### src/hdl/ipec_pkg.sv
// ----------------------------------------------------------------------------
// IMU posture event classifier package
// Shared types, arithmetic constants and the arctangent table.
// ----------------------------------------------------------------------------
`default_nettype none

package ipec_pkg;

  localparam int unsigned RadPerDeg   = 36602;
  localparam int unsigned InvG        = 1710216;
  localparam int unsigned CordicX0    = 652032874;
  localparam int unsigned HalfPi      = 102944;
  localparam int unsigned PiQ16       = 205887;
  localparam int unsigned SqrtSteps   = 24;
  localparam int unsigned CordicSteps = 16;
  localparam int unsigned StepMax     = 999999;

  localparam logic [1:0] CFG_FALL   = 2'd0;
  localparam logic [1:0] CFG_IMPACT = 2'd1;
  localparam logic [1:0] CFG_STILL  = 2'd2;

  typedef enum logic [3:0] {
    OP_NONE,
    OP_PR,
    OP_RR,
    OP_AX,
    OP_AY,
    OP_AZ,
    OP_N,
    OP_VC,
    OP_VS,
    OP_VG
  } op_e;

  typedef enum logic [2:0] {
    S_IDLE,
    S_MULA,
    S_WB,
    S_INIT,
    S_ITER,
    S_MULB,
    S_WB2,
    S_OUT
  } state_e;

  typedef struct packed {
    logic       load;
    op_e        op;
    logic       init;
    logic       iter;
    logic [4:0] idx;
    logic       finish;
  } cmd_t;

  typedef struct packed {
    logic smp_valid;
    logic out_free;
  } sts_t;

  function automatic logic [15:0] atan_q16(input logic [3:0] i);
    logic [15:0] r;
    unique case (i)
      4'd0:    r = 16'd51472;
      4'd1:    r = 16'd30386;
      4'd2:    r = 16'd16055;
      4'd3:    r = 16'd8150;
      4'd4:    r = 16'd4091;
      4'd5:    r = 16'd2047;
      4'd6:    r = 16'd1024;
      4'd7:    r = 16'd512;
      4'd8:    r = 16'd256;
      4'd9:    r = 16'd128;
      4'd10:   r = 16'd64;
      4'd11:   r = 16'd32;
      4'd12:   r = 16'd16;
      4'd13:   r = 16'd8;
      4'd14:   r = 16'd4;
      default: r = 16'd2;
    endcase
    return r;
  endfunction

endpackage

`default_nettype wire

### src/hdl/ipec_ctrl.sv
// ----------------------------------------------------------------------------
// IMU posture event classifier controller
// Sequences the shared multiplier, the square root and the CORDIC steps.
// ----------------------------------------------------------------------------
`default_nettype none

module ipec_ctrl (
  input  wire logic          clk_i,
  input  wire logic          rst_ni,
  input  wire logic          in_valid_i,
  output logic               in_ready_o,
  input  wire ipec_pkg::sts_t sts_i,
  output ipec_pkg::cmd_t     cmd_o
);

  ipec_pkg::state_e state_q, state_d;
  logic [4:0] cnt_q, cnt_d;

  always_ff @(posedge clk_i or negedge rst_ni) begin
    if (!rst_ni) begin
      state_q <= ipec_pkg::S_IDLE;
      cnt_q   <= 5'd0;
    end else begin
      state_q <= state_d;
      cnt_q   <= cnt_d;
    end
  end

  always_comb begin
    state_d      = state_q;
    cnt_d        = cnt_q;
    in_ready_o   = 1'b0;
    cmd_o        = '0;
    cmd_o.op     = ipec_pkg::OP_NONE;
    cmd_o.idx    = cnt_q;
    unique case (state_q)
      ipec_pkg::S_IDLE: begin
        in_ready_o = 1'b1;
        if (in_valid_i) begin
          cmd_o.load = 1'b1;
          cnt_d      = 5'd0;
          state_d    = ipec_pkg::S_MULA;
        end
      end
      ipec_pkg::S_MULA: begin
        if (cnt_q == 5'd0 && !sts_i.smp_valid) begin
          state_d = ipec_pkg::S_OUT;
        end else begin
          case (cnt_q)
            5'd0:    cmd_o.op = ipec_pkg::OP_PR;
            5'd1:    cmd_o.op = ipec_pkg::OP_RR;
            5'd2:    cmd_o.op = ipec_pkg::OP_AX;
            5'd3:    cmd_o.op = ipec_pkg::OP_AY;
            default: cmd_o.op = ipec_pkg::OP_AZ;
          endcase
          cnt_d = cnt_q + 5'd1;
          if (cnt_q == 5'd4) begin
            cnt_d   = 5'd0;
            state_d = ipec_pkg::S_WB;
          end
        end
      end
      ipec_pkg::S_WB: begin
        state_d = ipec_pkg::S_INIT;
      end
      ipec_pkg::S_INIT: begin
        cmd_o.init = 1'b1;
        cnt_d      = 5'd0;
        state_d    = ipec_pkg::S_ITER;
      end
      ipec_pkg::S_ITER: begin
        cmd_o.iter = 1'b1;
        cnt_d      = cnt_q + 5'd1;
        if (cnt_q == 5'(ipec_pkg::SqrtSteps - 1)) begin
          cnt_d   = 5'd0;
          state_d = ipec_pkg::S_MULB;
        end
      end
      ipec_pkg::S_MULB: begin
        case (cnt_q)
          5'd0:    cmd_o.op = ipec_pkg::OP_N;
          5'd1:    cmd_o.op = ipec_pkg::OP_VC;
          5'd2:    cmd_o.op = ipec_pkg::OP_VS;
          5'd3:    cmd_o.op = ipec_pkg::OP_NONE;
          default: cmd_o.op = ipec_pkg::OP_VG;
        endcase
        cnt_d = cnt_q + 5'd1;
        if (cnt_q == 5'd4) begin
          cnt_d   = 5'd0;
          state_d = ipec_pkg::S_WB2;
        end
      end
      ipec_pkg::S_WB2: begin
        state_d = ipec_pkg::S_OUT;
      end
      ipec_pkg::S_OUT: begin
        if (sts_i.out_free) begin
          cmd_o.finish = 1'b1;
          state_d      = ipec_pkg::S_IDLE;
        end
      end
      default: begin
        state_d = ipec_pkg::S_IDLE;
      end
    endcase
  end

endmodule

`default_nettype wire

### src/hdl/ipec_dp.sv
// ----------------------------------------------------------------------------
// IMU posture event classifier datapath
// Sample registers, shared multiplier, bit-serial square root, CORDIC,
// thresholds, edge state and the output register.
// ----------------------------------------------------------------------------
`default_nettype none

module ipec_dp (
  input  wire logic           clk_i,
  input  wire logic           rst_ni,
  input  wire ipec_pkg::cmd_t cmd_i,
  output ipec_pkg::sts_t      sts_o,
  input  wire logic [191:0]   in_data_i,
  input  wire logic           in_user_i,
  input  wire logic           cfg_we_i,
  input  wire logic [1:0]     cfg_index_i,
  input  wire logic [22:0]    cfg_data_i,
  output logic                out_valid_o,
  input  wire logic           out_ready_i,
  output logic [87:0]         out_data_o,
  output logic [4:0]          out_user_o
);

  logic [13:0] fall_lim_q;
  logic [15:0] imp_lim_q;
  logic [22:0] still_lim_q;

  always_ff @(posedge clk_i or negedge rst_ni) begin
    if (!rst_ni) begin
      fall_lim_q  <= 14'd4096;
      imp_lim_q   <= 16'd8192;
      still_lim_q <= 23'd512;
    end else if (cfg_we_i) begin
      case (cfg_index_i)
        ipec_pkg::CFG_FALL:   fall_lim_q  <= cfg_data_i[13:0];
        ipec_pkg::CFG_IMPACT: imp_lim_q   <= cfg_data_i[15:0];
        ipec_pkg::CFG_STILL:  still_lim_q <= cfg_data_i;
        default: ;
      endcase
    end
  end

  logic signed [15:0] roll_q, pitch_q;
  logic signed [23:0] gx_q, gy_q, gz_q;
  logic signed [19:0] ax_q, ay_q, az_q;
  logic [23:0] el_q;
  logic        vld_q;

  always_ff @(posedge clk_i) begin
    if (cmd_i.load) begin
      roll_q  <= in_data_i[15:0];
      pitch_q <= in_data_i[31:16];
      gx_q    <= in_data_i[55:32];
      gy_q    <= in_data_i[79:56];
      gz_q    <= in_data_i[103:80];
      ax_q    <= in_data_i[123:104];
      ay_q    <= in_data_i[143:124];
      az_q    <= in_data_i[163:144];
      el_q    <= in_data_i[187:164];
      vld_q   <= in_user_i;
    end
  end

  logic signed [32:0] x_q, y_q;
  logic signed [20:0] z_q;
  logic               neg_q;
  logic signed [32:0] sin_v, cos_v;
  logic [23:0]        root_q;
  logic signed [53:0] v_q;

  assign sin_v = neg_q ? -y_q : y_q;
  assign cos_v = neg_q ? -x_q : x_q;

  logic signed [39:0] mul_a;
  logic signed [23:0] mul_b;
  logic signed [63:0] prod_q;
  ipec_pkg::op_e      op_q;

  always_comb begin
    mul_a = '0;
    mul_b = '0;
    case (cmd_i.op)
      ipec_pkg::OP_PR: begin
        mul_a = 40'(ipec_pkg::RadPerDeg);
        mul_b = {{8{pitch_q[15]}}, pitch_q};
      end
      ipec_pkg::OP_RR: begin
        mul_a = 40'(ipec_pkg::RadPerDeg);
        mul_b = {{8{roll_q[15]}}, roll_q};
      end
      ipec_pkg::OP_AX: begin
        mul_a = {{20{ax_q[19]}}, ax_q};
        mul_b = {{4{ax_q[19]}}, ax_q};
      end
      ipec_pkg::OP_AY: begin
        mul_a = {{20{ay_q[19]}}, ay_q};
        mul_b = {{4{ay_q[19]}}, ay_q};
      end
      ipec_pkg::OP_AZ: begin
        mul_a = {{20{az_q[19]}}, az_q};
        mul_b = {{4{az_q[19]}}, az_q};
      end
      ipec_pkg::OP_N: begin
        mul_a = {16'd0, root_q};
        mul_b = 24'(ipec_pkg::InvG);
      end
      ipec_pkg::OP_VC: begin
        mul_a = {{7{cos_v[32]}}, cos_v};
        mul_b = {{4{az_q[19]}}, az_q};
      end
      ipec_pkg::OP_VS: begin
        mul_a = {{7{sin_v[32]}}, sin_v};
        mul_b = {{4{ax_q[19]}}, ax_q};
      end
      ipec_pkg::OP_VG: begin
        mul_a = v_q[53:14];
        mul_b = 24'(ipec_pkg::InvG);
      end
      default: ;
    endcase
  end

  always_ff @(posedge clk_i or negedge rst_ni) begin
    if (!rst_ni) begin
      op_q <= ipec_pkg::OP_NONE;
    end else begin
      op_q <= cmd_i.op;
    end
  end

  always_ff @(posedge clk_i) begin
    prod_q <= mul_a * mul_b;
  end

  logic signed [63:0] rnd;
  logic signed [63:0] wb_sum;
  logic signed [15:0] pr_q, rr_q;
  logic [39:0]        sq_q;
  logic [18:0]        n_q;
  logic signed [25:0] vg_q;

  always_comb begin
    case (op_q)
      ipec_pkg::OP_PR, ipec_pkg::OP_RR: rnd = 64'sd32768;
      ipec_pkg::OP_N:                   rnd = 64'sd1 <<< 25;
      ipec_pkg::OP_VG:                  rnd = 64'sd1 <<< 37;
      default:                          rnd = '0;
    endcase
  end

  assign wb_sum = prod_q + rnd;

  always_ff @(posedge clk_i) begin
    case (op_q)
      ipec_pkg::OP_PR: pr_q <= wb_sum[31:16];
      ipec_pkg::OP_RR: rr_q <= wb_sum[31:16];
      ipec_pkg::OP_AX: sq_q <= prod_q[39:0];
      ipec_pkg::OP_AY: sq_q <= sq_q + prod_q[39:0];
      ipec_pkg::OP_AZ: sq_q <= sq_q + prod_q[39:0];
      ipec_pkg::OP_N:  n_q  <= wb_sum[44:26];
      ipec_pkg::OP_VC: v_q  <= prod_q[53:0];
      ipec_pkg::OP_VS: v_q  <= v_q + prod_q[53:0];
      ipec_pkg::OP_VG: vg_q <= wb_sum[63:38];
      default: ;
    endcase
  end

  logic [47:0] rad_q;
  logic [25:0] rem_q;
  logic [27:0] rem_sh, trial;

  assign rem_sh = {rem_q, rad_q[47:46]};
  assign trial  = {2'b00, root_q, 2'b01};

  always_ff @(posedge clk_i) begin
    if (cmd_i.init) begin
      rad_q  <= {sq_q, 8'd0};
      rem_q  <= '0;
      root_q <= '0;
    end else if (cmd_i.iter) begin
      rad_q <= {rad_q[45:0], 2'b00};
      if (rem_sh >= trial) begin
        rem_q  <= 26'(rem_sh - trial);
        root_q <= {root_q[22:0], 1'b1};
      end else begin
        rem_q  <= rem_sh[25:0];
        root_q <= {root_q[22:0], 1'b0};
      end
    end
  end

  logic signed [20:0] z0;
  logic [3:0]         ci;
  logic signed [20:0] at;

  assign z0 = {pr_q[15], pr_q, 4'b0000};
  assign ci = cmd_i.idx[3:0];
  assign at = {5'd0, ipec_pkg::atan_q16(ci)};

  always_ff @(posedge clk_i) begin
    if (cmd_i.init) begin
      x_q <= 33'(ipec_pkg::CordicX0);
      y_q <= '0;
      if (z0 > 21'sd102944) begin
        z_q   <= z0 - 21'(ipec_pkg::PiQ16);
        neg_q <= 1'b1;
      end else if (z0 < -21'sd102944) begin
        z_q   <= z0 + 21'(ipec_pkg::PiQ16);
        neg_q <= 1'b1;
      end else begin
        z_q   <= z0;
        neg_q <= 1'b0;
      end
    end else if (cmd_i.iter && cmd_i.idx < 5'(ipec_pkg::CordicSteps)) begin
      if (z_q >= 0) begin
        x_q <= x_q - (y_q >>> ci);
        y_q <= y_q + (x_q >>> ci);
        z_q <= z_q - at;
      end else begin
        x_q <= x_q + (y_q >>> ci);
        y_q <= y_q - (x_q >>> ci);
        z_q <= z_q + at;
      end
    end
  end

  logic [15:0] pr_abs, rr_abs;
  logic [23:0] gx_abs, gy_abs, gz_abs;
  logic        fallen, impact, still;
  logic [15:0] norm_sat, vg_sat;
  logic [19:0] step;

  assign pr_abs = pr_q[15] ? 16'(-pr_q) : pr_q;
  assign rr_abs = rr_q[15] ? 16'(-rr_q) : rr_q;
  assign gx_abs = gx_q[23] ? 24'(-gx_q) : gx_q;
  assign gy_abs = gy_q[23] ? 24'(-gy_q) : gy_q;
  assign gz_abs = gz_q[23] ? 24'(-gz_q) : gz_q;

  assign fallen = (pr_abs > {2'b00, fall_lim_q}) || (rr_abs > {2'b00, fall_lim_q});
  assign impact = n_q > {3'd0, imp_lim_q};
  assign still  = (gx_abs < {1'b0, still_lim_q}) && (gy_abs < {1'b0, still_lim_q})
               && (gz_abs < {1'b0, still_lim_q});
  assign norm_sat = (n_q > 19'd65535) ? 16'hFFFF : n_q[15:0];

  always_comb begin
    if (vg_q > 26'sd32767) begin
      vg_sat = 16'h7FFF;
    end else if (vg_q < -26'sd32768) begin
      vg_sat = 16'h8000;
    end else begin
      vg_sat = vg_q[15:0];
    end
  end

  assign step = (el_q != 24'd0 && el_q <= 24'(ipec_pkg::StepMax)) ? el_q[19:0] : 20'd0;

  logic prev_fall_q, prev_imp_q;
  logic out_valid_q;
  logic [87:0] out_data_q;
  logic [4:0]  out_user_q;

  always_ff @(posedge clk_i or negedge rst_ni) begin
    if (!rst_ni) begin
      prev_fall_q <= 1'b0;
      prev_imp_q  <= 1'b0;
      out_valid_q <= 1'b0;
    end else begin
      if (cmd_i.finish) begin
        out_valid_q <= 1'b1;
        if (vld_q) begin
          prev_fall_q <= fallen;
          prev_imp_q  <= impact;
        end
      end else if (out_ready_i) begin
        out_valid_q <= 1'b0;
      end
    end
  end

  always_ff @(posedge clk_i) begin
    if (cmd_i.finish) begin
      if (vld_q) begin
        out_data_q <= {4'd0, vg_sat, norm_sat, rr_q, pr_q, step};
        out_user_q <= {impact & ~prev_imp_q, fallen & ~prev_fall_q, still, impact, fallen};
      end else begin
        out_data_q <= {68'd0, step};
        out_user_q <= '0;
      end
    end
  end

  assign out_valid_o     = out_valid_q;
  assign out_data_o      = out_data_q;
  assign out_user_o      = out_user_q;
  assign sts_o.smp_valid = vld_q;
  assign sts_o.out_free  = !out_valid_q || out_ready_i;

  a_fall_evt: assert property (@(posedge clk_i) disable iff (!rst_ni)
    out_valid_q |-> !(out_user_q[3] && !out_user_q[0]))
    else $error("fall event without fallen");

  a_imp_evt: assert property (@(posedge clk_i) disable iff (!rst_ni)
    out_valid_q |-> !(out_user_q[4] && !out_user_q[1]))
    else $error("impact event without impact");

  a_edge_hold: assert property (@(posedge clk_i) disable iff (!rst_ni)
    (cmd_i.finish && !vld_q) |=> ($stable(prev_fall_q) && $stable(prev_imp_q)))
    else $error("edge state changed on invalid sample");

endmodule

`default_nettype wire

### src/hdl/imu_posture_event_classifier.sv
// ----------------------------------------------------------------------------
// IMU posture event classifier
// An invalid sample skips the arithmetic and goes straight to the output.
// A new sample is taken only after the last result is registered, so a
// stalled output holds the input back; the schedule is set by the 24-step
// bit-serial square root that shares it with the CORDIC. Reset clears the
// controller, edge state and output valid, and loads the default limits.
// ----------------------------------------------------------------------------
`default_nettype none

module imu_posture_event_classifier (
  input  wire logic         clk_i,
  input  wire logic         rst_ni,
  input  wire logic         s_axis_tvalid_i,
  output logic              s_axis_tready_o,
  // Roll, pitch, gyro x, gyro y, gyro z, accel x, accel y, accel z,
  // elapsed microseconds, zero padding.
  input  wire logic [191:0] s_axis_tdata_i,
  // sample_valid.
  input  wire logic         s_axis_tuser_i,
  output logic              m_axis_tvalid_o,
  input  wire logic         m_axis_tready_i,
  // Step interval, pitch, roll, acceleration norm, vertical_g, zero padding.
  output logic [87:0]       m_axis_tdata_o,
  // fallen, impact, stationary, fall_event, impact_event.
  output logic [4:0]        m_axis_tuser_o,
  input  wire logic         cfg_valid_i,
  output logic              cfg_ready_o,
  input  wire logic [1:0]   cfg_index_i,
  input  wire logic [22:0]  cfg_data_i
);

  ipec_pkg::cmd_t cmd;
  ipec_pkg::sts_t sts;

  assign cfg_ready_o = 1'b1;

  ipec_ctrl u_ctrl (
    .clk_i      (clk_i),
    .rst_ni     (rst_ni),
    .in_valid_i (s_axis_tvalid_i),
    .in_ready_o (s_axis_tready_o),
    .sts_i      (sts),
    .cmd_o      (cmd)
  );

  ipec_dp u_dp (
    .clk_i       (clk_i),
    .rst_ni      (rst_ni),
    .cmd_i       (cmd),
    .sts_o       (sts),
    .in_data_i   (s_axis_tdata_i),
    .in_user_i   (s_axis_tuser_i),
    .cfg_we_i    (cfg_valid_i),
    .cfg_index_i (cfg_index_i),
    .cfg_data_i  (cfg_data_i),
    .out_valid_o (m_axis_tvalid_o),
    .out_ready_i (m_axis_tready_i),
    .out_data_o  (m_axis_tdata_o),
    .out_user_o  (m_axis_tuser_o)
  );

endmodule

`default_nettype wire
### config.mk
export PLATFORM = sky130hd
export DESIGN_NAME = imu_posture_event_classifier
export DESIGN_NICKNAME = d
export VERILOG_FILES = /design/src/hdl/ipec_pkg.sv /design/src/hdl/ipec_ctrl.sv /design/src/hdl/ipec_dp.sv /design/src/hdl/imu_posture_event_classifier.sv
export SDC_FILE = /design/constraint.sdc
export NUM_CORES = 2
export LEC_CHECK = 0
export BUFFER_PORTS_ARGS = -buffer_cell sky130_fd_sc_hd__buf_2
export CAP_MARGIN = 5
export CORE_AREA = 2 2 373 375
export DETAILED_ROUTE_END_ITERATION = 12
export DIE_AREA = 0 0 375 377
export PLACE_DENSITY = 0.77
export SLEW_MARGIN = 20
export SYNTH_ARGS = -nofsm -noshare
export SYNTH_HDL_FRONTEND = slang
export SYNTH_SLANG_ARGS = --single-unit
### constraint.sdc
create_clock -name clk_i -period 18.06 [get_ports clk_i]
set_clock_uncertainty 0.1 [all_clocks]
set_input_delay 1.806 -clock clk_i [delete_from_list [all_inputs] [get_ports clk_i]]
set_output_delay 1.806 -clock clk_i [all_outputs]
set_load 0.01 [all_outputs]
# Yosys cells after proc, flatten, opt, wreduce, memory -nomap -nowiden
# Memories as Yosys holds them, arrays and structs flattened.
# Index checks and enable logic that the tools add are counted.
[totals]
ramBits = 0
elab_cells = 204
mem_bits_ro = 256
out_inout_bits = 96
memories = 1
regBits = 763
inputBits = 223
latch_bits = 0
[op_classes]
magnitude_cmp = 15
reduce_logical = 32
n_mul = 1
mux = 53
n_shift = 2
n_eq_ne = 38
bitwise = 5
div_mod_pow = 0
addsub = 20
[memory_table]
columns = ["memory", "words", "width", "rd", "rd_ports_with_merged_regs", "wr", "line", "source"]
rows = [
  ["(no name shown)", 16, 16, 1, 0, 0, "ipec_pkg.sv:62", "unique case (i)"],
]
[ops]
columns = ["operator", "n"]
rows = [
  ["$pmux W40 S8", 1],
  ["$pmux W24 S6", 1],
  ["$mux W33", 4],
  ["$pmux W38 S3", 1],
  ["$pmux W54 S2", 1],
  ["$mux W21", 5],
  ["$mux W48", 2],
  ["$pmux W40 S2", 1],
  ["$lt A24 B23 Y1", 3],
  ["$mux W24", 3],
  ["$neg A24 Y24", 3],
  ["$add A33 B33 Y33", 2],
  ["$neg A33 Y33", 2],
  ["$sshr A33 B4 Y33", 2],
  ["$sub A33 B33 Y33", 2],
  ["$add A64 B39 Y64", 1],
  ["$mul A40 B24 Y64", 1],
  ["$mux W16", 4],
  ["$add A54 B54 Y54", 1],
  ["$add A40 B40 Y40", 1],
  ["$eq A4 B3 Y1 const B", 8],
  ["$gt A16 B14 Y1", 2],
  ["$neg A16 Y16", 2],
  ["$ge A28 B26 Y1", 1],
  ["57 further kinds", 112],
]

# Depth between registers and ports, before layout
[logic_depth]
word_depth = 8
ltp_mapped = 52
mapped_depth_nobuf = 42

# Modules after synthesis
# A second synthesis with hierarchy kept.
[unflattened]
hier_cells = 8762
area_unflattened_um2 = 82203.8
[by_module_without_submodules]
columns = ["module", "area_each_um2", "n_inst", "cells_per_inst", "seq_area_each_um2"]
rows = [
  ["ipec_dp", 81366.8, 1, 8669, 20453.4],
  ["ipec_ctrl", 825.8, 1, 91, 200.2],
  ["imu_posture_event_classifier", 11.3, 1, 2, 0.0],
]

# Worst setup path after synthesis
# No wires, ideal clock.
[synth_path]
kind = "register -> register"
start = "reg u_ctrl.cnt_q[1]"
end = "reg u_dp.prod_q[60]"
required_time_ns = 17.836
period_less_slack_ns = 11.771
arrival_ns = 11.547
n_path_buf = 10
setup_time_ns = 0.124
stages_incl_launch_ff = 46
slack_ns = 6.289
path_cell_list = "dfrtp_1 inv_1 buf_4 buf_1 clkbuf_1 clkbuf_1 clkbuf_1 ha_1 or4_1 o31ai_1 o211ai_1 inv_1 nor2_1 nand2_1 nor2_1 clkbuf_1 clkbuf_1 a222oi_1 (+10 left out) fa_1 inv_1 fa_1 inv_1 ha_1 clkbuf_1 and4_1 o2bb2ai_1 a31oi_1 a21oi_1 a211oi_1 a21o_1 o21ai_0 a221oi_1 a211o_1 o31ai_1 nor2b_1 nor3_1"
[synth_lines]
columns = ["item", "line", "source"]
rows = [
  ["start, declared", "ipec_ctrl.sv:17", "logic [4:0] cnt_q, cnt_d;"],
  ["start signal, assigned", "ipec_ctrl.sv:25", "cnt_q <= cnt_d;"],
  ["end signal, assigned", "ipec_dp.sv:132", "prod_q <= mul_a * mul_b;"],
  ["end, declared", "ipec_dp.sv:76", "logic signed [63:0] prod_q;"],
]

# Worst setup path after layout
[layout_path]
start = "reg u_ctrl.cnt_q[2]"
end = "reg u_dp.prod_q[60]"
[layout_via]
elab_chain_len = 8
[layout_lines]
columns = ["item", "line", "source"]
rows = [
  ["$eq A5 B2 Y1, or another cell as far along", "ipec_ctrl.sv:49, ipec_ctrl.sv:80", ""],
  ["$pmux W3 S4 or $logic_and A1 B1 Y1 (tied branches)", "ipec_ctrl.sv:49, ipec_ctrl.sv:46", ""],
  ["$mux W4", "ipec_ctrl.sv:46", "if (cnt_q == 5'd0 && !sts_i.smp_valid) begin"],
  ["$pmux W4 S2 *", "ipec_ctrl.sv:36", "unique case (state_q)"],
  ["$eq A4 B1 Y1, or another cell as far along", "ipec_dp.sv:82", "case (cmd_i.op)"],
  ["$reduce_or A2 Y1 (no line)", "-", ""],
  ["$pmux W40 S8 or $pmux W24 S6 (tied branches)", "ipec_dp.sv:82", ""],
  ["$mul A40 B24 Y64 *", "ipec_dp.sv:132", ""],
]
# Mark *: on every way between the ends. The rest lies on a longest branch, timed or not.
# A chain may end at the register's enable or synchronous reset.

==> results.yml <==
synthesis:
  yosysTopAreaCell: "fa_1"
  synth-xor-area-share_pct: 5.52
  synth-edff-count: 511
  synth_common_cells: "nand2_1 (1,295), inv_1 (1,240), fa_1 (958)"
  yosysUniqueCellTypes: 102
  syn_area_per_cell_um2: 9.44
  ys_ff_latch: 759
  synth_top_family_by_area: "adder cells"
  synthCells: 8674
  yosysSeqAreaShare_pct: 25.2
  synth_area_mm2: 0.0819
  muxShareOfSynthArea_pct: 3.88
  yosysWarningCount: 0
  synthAdderAreaFrac_pct: 31.2
  synth_compound_area_share_pct: 12.3
  yosys.area_share.simple_pct: 13.9
  synth.most_common_cell: "nand2_1"
  synthTopCellsByArea: "fa_1 (23%), edfxtp_1 (19%), ha_1 (7.8%), nand2_1 (5.9%), inv_1 (5.7%)"
  async_reset_ff_share_pct: 8.96
  netlist.area_leader.share_pct: 23.4
  synth_ff_type: "edfxtp_1"
placement:
  port_buffers: 309
  dpl.hpwl_um: 177000
  place.gp.congestion: 0.972
clock_network:
  clockBufferDepth: 3
  clk_pin_slew_worst_paths_ns: 0.06
  post_cts_buffers: 0
  clk_latency_ns: 0.70
  cts_buffers: 81
  cts_root_buf: "clkbuf_16"
  cts_tree: "done"
  cts.htree.levels: 3
  cts_num_sinks: 759
  cts-resized-gates: 0
  cts_hold_buf: 0
run_status:
  status: "complete, no violations"
critical_path:
  cp-end-kind: "register"
  crit_slowest_cell: "nor2_1"
  cp.arrival_ns: 14.77
  required_ns: 18.53
  r2r_slack_ns: 3.76
  slowest_delay_ns: 0.87
  path_common_cell: "fa_1"
  crit_type: "register to register"
  critPathMaxFanout: 44
  startpoint_type: "register"
sta:
  rsz0062_at_grt: "false"
  relSlewSlack_pct: 20.1
  setup_viol: 0
  tightest_slew_ns: 1.20
  fmax_ghz: 0.0699
  finalMaxSlewViolations: 0
  fin_setup_tns_ns: 0
  fin_crit_ns: 14.30
  hold_viol: 0
  period_share_pct: 79.2
die:
  die_h_um: 377
  coreArea_mm2: 0.137
  rows: 136
  dieArea_mm2: 0.141
  start_util_pct: 59.8
  die_w_um: 375
  io_pins: 319
cells_and_area:
  drive_above_1_share_pct: 8.87
  final_net_count: 10400
  syn2layout_area_growth_pct: 7.30
  fill_cells: 11100
grt:
  antenna_found_initial: 6
  grt_pass1_wl_um: 365000
  grt_pass1_vias: 65600
  grt_max_degree: 103
  grt_use_total_pct: 33.1
  overflow: 0
routing:
  drc_errors: 0
  drt_first_pass_iters: 9
  wl_um: 233000
  wl_per_cell_um: 22.0
  antenna_left: 0
  vias_per_cell: 6.07
  first_iter_violations: 6070
  vias: 64500
job:
  drv_cap: 0
min_path:
  hp-class: "register to register"
## final timing paths
check,from,to,cells past startpoint
setup reg to reg,u_ctrl.cnt_q[2]$_DFFE_PN0P_,u_dp.prod_q[60]$_DFF_P_,39
hold / removal,u_dp.rem_q[25]$_SDFFE_PP0P_,u_dp.rem_q[25]$_SDFFE_PP0P_,2
min in group asynchronous,rst_ni,u_dp.fall_lim_q[6]$_DFFE_PN0P_,1
hold reg to reg,u_dp.rem_q[25]$_SDFFE_PP0P_,u_dp.rem_q[25]$_SDFFE_PP0P_,2
setup / recovery,u_ctrl.cnt_q[2]$_DFFE_PN0P_,u_dp.prod_q[60]$_DFF_P_,39
max in group asynchronous,rst_ni,u_ctrl.cnt_q[0]$_DFFE_PN0P_,2
## sequential cells by signal, summed over array words and instances, names as in the netlist, 23 cells and up
register,cells
u_dp.gy_q,24
u_dp.v_q,54
u_dp.y_q,33
u_dp.gx_q,24
u_dp.rad_q,40
u_dp.gz_q,24
u_dp.rem_q,26
u_dp.root_q,24
u_dp.vg_q,26
u_dp.x_q,33
u_dp.sq_q,40
u_dp.prod_q,64
u_dp.el_q,24
u_dp.still_lim_q,23
u_dp.out_data_o,84
## layout make-up
type / count / area (um2) / area share (%)
Sequential cell: 759 / 20700 / 23.5
Timing Repair Buffer: 425 / 2420 / 2.76
Clock inverter: 51 / 787 / 0.895
Multi-Input combinational cell: 6246 / 54900 / 62.5
Antenna cell: 6 / 15.0 / 0.0171
Clock buffer: 100 / 2180 / 2.48
Tap cell: 1794 / 2240 / 2.55
Inverter: 1246 / 4680 / 5.32
## stage by stage
stage	util [%]	area, um2	hold slack, ns	cells	setup WS, ns
2_1_floorplan	-	81900	0.326	8677	6.29
3_5_place_dp	62.0	84900	0.350	10500	4.07
3_3_place_gp	62.0	84900	0.339	10500	4.20
4_1_cts	64.1	87800	0.363	10600	4.00
5_1_grt	64.2	87900	0.389	10600	3.00
6_report	64.2	87900	0.362	10600	3.76
## critical path: cells and delay by family (launching register included)
kind	cells	cell delay, ns
AOI/OAI and AO/OA	9	3.13
adders and majority gates	8	3.87
buffers and inverters	10	3.10
DFF	1	0.34
and+or+nand+nor	12	3.50
## placed cells by master (no fill, tap or decap), types with 192 or more instances in the layout
cell	instances
nand2_1	1292
inv_1	1239
fa_1	958
edfxtp_1	511
ha_1	509
o21ai_0	460
nor2_1	343
xnor2_1	317
a21oi_1	316
buf_2	308
and2_1	214
xor2_1	199
a21o_1	192
## logic make-up after synthesis
family	count (synthesis)
AO/OA/AOI/OAI	1568
AND/OR/NAND/NOR	2492
adder cells (fa/ha/maj)	1467
flip-flops	759
XOR/XNOR	516
buffers and inverters	1672
multiplexers	198
other	2
## routing by layer
layer / part of all wire [%] / vias to the layer above / global-route usage (%)
met2: 47 / 3111 / 53.9
met1: 39 / 31800 / 43.0
met4: 4.9 / 0 / 14.9
met3: 9.8 / 636 / 6.43
li1: - / 29000 / -
met5: 0 / - / 0
Power is left out: the tool's default activity adds up to more than one toggle a clock period on the data nets, which glitch-free logic cannot reach.
